### src/rtl/core/lzse_ram.sv
// generic single-port-write one-read ram with registered read
module lzse_ram #(
  parameter int unsigned Width = 8,
  parameter int unsigned Depth = 256
) (
  input  logic                     clk_i,
  input  logic                     we_i,
  input  logic [$clog2(Depth)-1:0] waddr_i,
  input  logic [Width-1:0]         wdata_i,
  input  logic [$clog2(Depth)-1:0] raddr_i,
  output logic [Width-1:0]         rdata_o
);
  logic [Width-1:0] mem [Depth];

  always_ff @(posedge clk_i) begin
    if (we_i) mem[waddr_i] <= wdata_i;
    rdata_o <= mem[raddr_i];
  end
endmodule

### config.mk
export PLATFORM = sky130hd
export DESIGN_NAME = lzse_ram
export DESIGN_NICKNAME = d
export VERILOG_FILES = /design/src/rtl/core/lzse_ram.sv
export SDC_FILE = /design/constraint.sdc
export NUM_CORES = 2
export LEC_CHECK = 0
export BUFFER_PORTS_ARGS = -buffer_cell sky130_fd_sc_hd__buf_4
export CORE_MARGIN = 5
export CORE_UTILIZATION = 60
export CTS_CLUSTER_SIZE = 30
export DETAILED_ROUTE_END_ITERATION = 10
export PLACE_DENSITY = 0.76
export SLEW_MARGIN = 25
export SYNTH_ARGS = -nofsm -noshare
export SYNTH_HDL_FRONTEND = slang
export SYNTH_SLANG_ARGS = --single-unit
### constraint.sdc
create_clock -name clk_i -period 6.3 [get_ports clk_i]
set_input_delay 0.315 -clock clk_i [delete_from_list [all_inputs] [get_ports clk_i]]
set_output_delay 0.315 -clock clk_i [all_outputs]
set_load 0.03 [all_outputs]
==> metrics.md <==
| Metric | Value |
|---|---|
| Share of cells above drive strength 1 | `a little over a fifth` |
| Main combinational cell family by area after synthesis | `multiplexers` |
| Crit share post-route | `roughly 52%` |
| Die X | `approximately 370 um` |
| GRT met2 Usage | `41.2%` |
| Slew at the pin closest to its max-slew limit | `between 1000 and 1500 ps` |
| Antenna violations before repair | `8` |
| Post-synthesis instance area | `between 70000 and 80000 um2` |
| DRC marker count from the first detailed-route iteration | `around 5900` |
| Sequential area share after synthesis | `77.5%` |
| Fraction of registers with async set/reset | `0%` |
| Critical path startpoint category | `input pin` |
| CTS Buffer Depth | `3` |
| VDD IR max | `around 370 uV` |
| Synth Area in XOR/XNOR | `0%` |
| Synth Register Bits | `around 2100` |
| Ports | `34` |
| Yosys warning count | `0` |
| Tmin final | `about 3300 ps` |
| Leak | `26.9 nW` |
| Most used cells in the layout excluding fill and tap cells | `2048 x edfxtp_1, 454 x mux4_2, 279 x nor2_1` |
| CTS tree | `yes` |
| Clk_lat worst skew | `830 ps` |
| Post-synthesis average cell area | `21.3 um2` |
| Leading cell type in the layout, fill and taps excluded | `edfxtp_1` |
| GR Util met3 | `7.40%` |
| Mux cell area share after synthesis | `between 10% and 20%` |
| Total global-route track usage | `27.2%` |
| Row count | `133` |
| Placed cells | `5357` |
| Clock Skews | `around 45 ps` |
| Hold Vio Cnt, Final | `0` |
| Post-CTS setup buffer count | `0` |
| Core Box Area | `132000 um2` |
| Crit path max fanout | `just over 90` |
| Area grow syn2layout | `10.3%` |
| Power Dens Cells | `between 300 and 400 nW/um2` |
| Die footprint | `~140000 um2` |
| Clock Sink Count | `between 2000 and 2500` |
| First-pass GRT wire length | `276000 um` |
| DRT Wirelength | `between 150000 and 200000 um` |
| Fmax | `between 300 and 400 MHz` |
| Top post-synthesis cells by area | `edfxtp_1 77%, mux4_2 13%, mux2i_1 1.7%` |
| Fin nets | `3830` |
| Setup TNS | `0 ps` |
| H-tree levels | `4` |
| HPWL Detailed | `111000 um` |
| Vias | `between 30000 and 40000` |
| Gpl congestion | `0.840` |
| Maxcap violations | `0` |
| DRC viols | `0` |
| Buffers on Ports | `33` |
| Met1 GRT Util | `about 40%` |
| FILL cells | `approximately 8000` |
| Placed Area | `81400 um2` |
| Final Max Tran Viols | `0` |
| Largest net degree at the start of global routing | `197` |
| Post-route insts no fill | `5729` |
| Setup CP Type | `input pin to register` |
| Worst hold slack | `58.8 ps` |
| Number of global-route vias before repair | `a little under 40000` |
| Outcome | `completed` |
| Synth Area in Adders | `0%` |
| Post-synth top area cell | `edfxtp_1` |
| DR WL/cell | `33.2 um` |
| Post-synth EDFFs | `2048` |
| CTS clk-pin slew, worst paths | `60 ps` |
| Total Power | `0.0280 W` |
| Synth cell types | `55` |
| DIE HEIGHT | `between 300 and 400 um` |
| Syn nets | `around 3800` |
| Post-DRT Antenna Nets | `0` |
| RSZ-0062 raised after global routing | `no` |
| Final Cell Area | `~88000 um2` |
| Compound-Gate Fraction of Synth Area | `under 10%` |
| CP Capture Type | `register` |
| Slew margin rel. | `20.8%` |
| CP arrival | `between 3000 and 4000 ps` |
| WP data required | `6970 ps` |
| Post-Synth Simple-Gate Area | `2.63%` |
| Drt via density | `6.89` |
| Most used routing layer | `met2` |
| Num CTS Buffers | `195` |
| Synth top area share | `77.3%` |
| Root buf cell | `clkbuf_16` |
| Min-delay worst type | `input pin to register` |
| Total congestion overflow | `0` |
| DRT Pass-1 Iters | `7` |
| Final setup violation count | `0` |
| Main synth FF type | `edfxtp_1` |
| Initial core utilization | `60.4%` |
| Syn Inst Count | `around 3700` |
| Post_cts resized | `0` |
cells by family after synthesis:
logic type	Yosys count
buffers and inverters	235
muxes	591
DFF	2056
and+or+nand+nor	466
AOI/OAI and AO/OA	385
critical path: stages:
cell      delay [ps]
buf_8            600
buf_4            700
mux4_2           430
a22o_1           250
a221oi_1         240
o221ai_1         180
a211oi_1         960
nor4_1            90
registers in the layout, indices dropped and copies added, names as in the netlist:
name / flops
mem: 2048
rdata_o: 8
final cells by class:
| class | count | area (um2) | share of cell area (%) |
|---|---|---|---|
| clock buffers | 248 | 5120 | 5.83 |
| repair buffers | 107 | 1120 | 1.27 |
| clock inverters | 115 | 1120 | 1.27 |
| diodes | 4 | 10.0 | 0.0114 |
| inverters | 2 | 7.51 | 0.00856 |
| flip-flops and latches | 2056 | 61700 | 70.3 |
| well taps | 1755 | 2200 | 2.50 |
| multi-input cells | 1442 | 16500 | 18.8 |
metrics by stage:
| step | utilization [%] | setup WS (ps) |
|---|---|---|
| 2_1_floorplan | - | 4050 |
| 3_3_place_gp | 61.8 | 2050 |
| 3_5_place_dp | 61.8 | 2330 |
| 4_1_cts | 66.6 | 3170 |
| 5_1_grt | 66.7 | 2940 |
| 6_report | 66.7 | 3030 |
what timing repair did:
item | CTS | global route
hold buffers | 1 | 1
endpoints found under the hold margin | 51 | 30
endpoints found under the setup margin | 0 | 0
metal layers:
layer / vias to the layer above / share of wire [%]
li1: 15800 / -
met5: - / 0.033
met2: 2663 / 47
met3: 409 / 12
met1: 20500 / 37
met4: 8 / 3.5
worst paths after layout:
| path | from | end | slack, ps | cells past startpoint |
|---|---|---|---|---|
| setup / recovery | raddr_i[1] | rdata_o[5] | 3030 | 8 |
| setup reg to reg | mem[43][5] | rdata_o[5] | 3540 | 6 |
| hold reg to reg | mem[40][3] | rdata_o[3] | 1000 | 6 |
| hold / removal | wdata_i[7] | mem[111][7] | 60 | 1 |
where the power goes:
part | leakage (nW) | switching, W | internal, W | total (W)
Sequential | 18.5 | 0.0000359 | 0.0151 | 0.0151
Combinational | 5.43 | 0.000897 | 0.000451 | 0.00135
Clock | 3.03 | 0.00502 | 0.00647 | 0.0115
Total | 26.9 | 0.00595 | 0.0220 | 0.0280
cell usage after synthesis (21+ instances only):
cell type	n
buf_2	31
nor2b_1	31
mux4_2	454
a22oi_1	133
nor2_1	282
o22ai_1	28
clkbuf_1	111
nand2_1	33
nor4_1	24
mux2i_1	134
nor3_1	22
o221ai_1	46
buf_6	21
buf_4	27
edfxtp_1	2048
buf_1	22
a21oi_1	96
nand3_1	34
(Power assumes the default switching activity.)
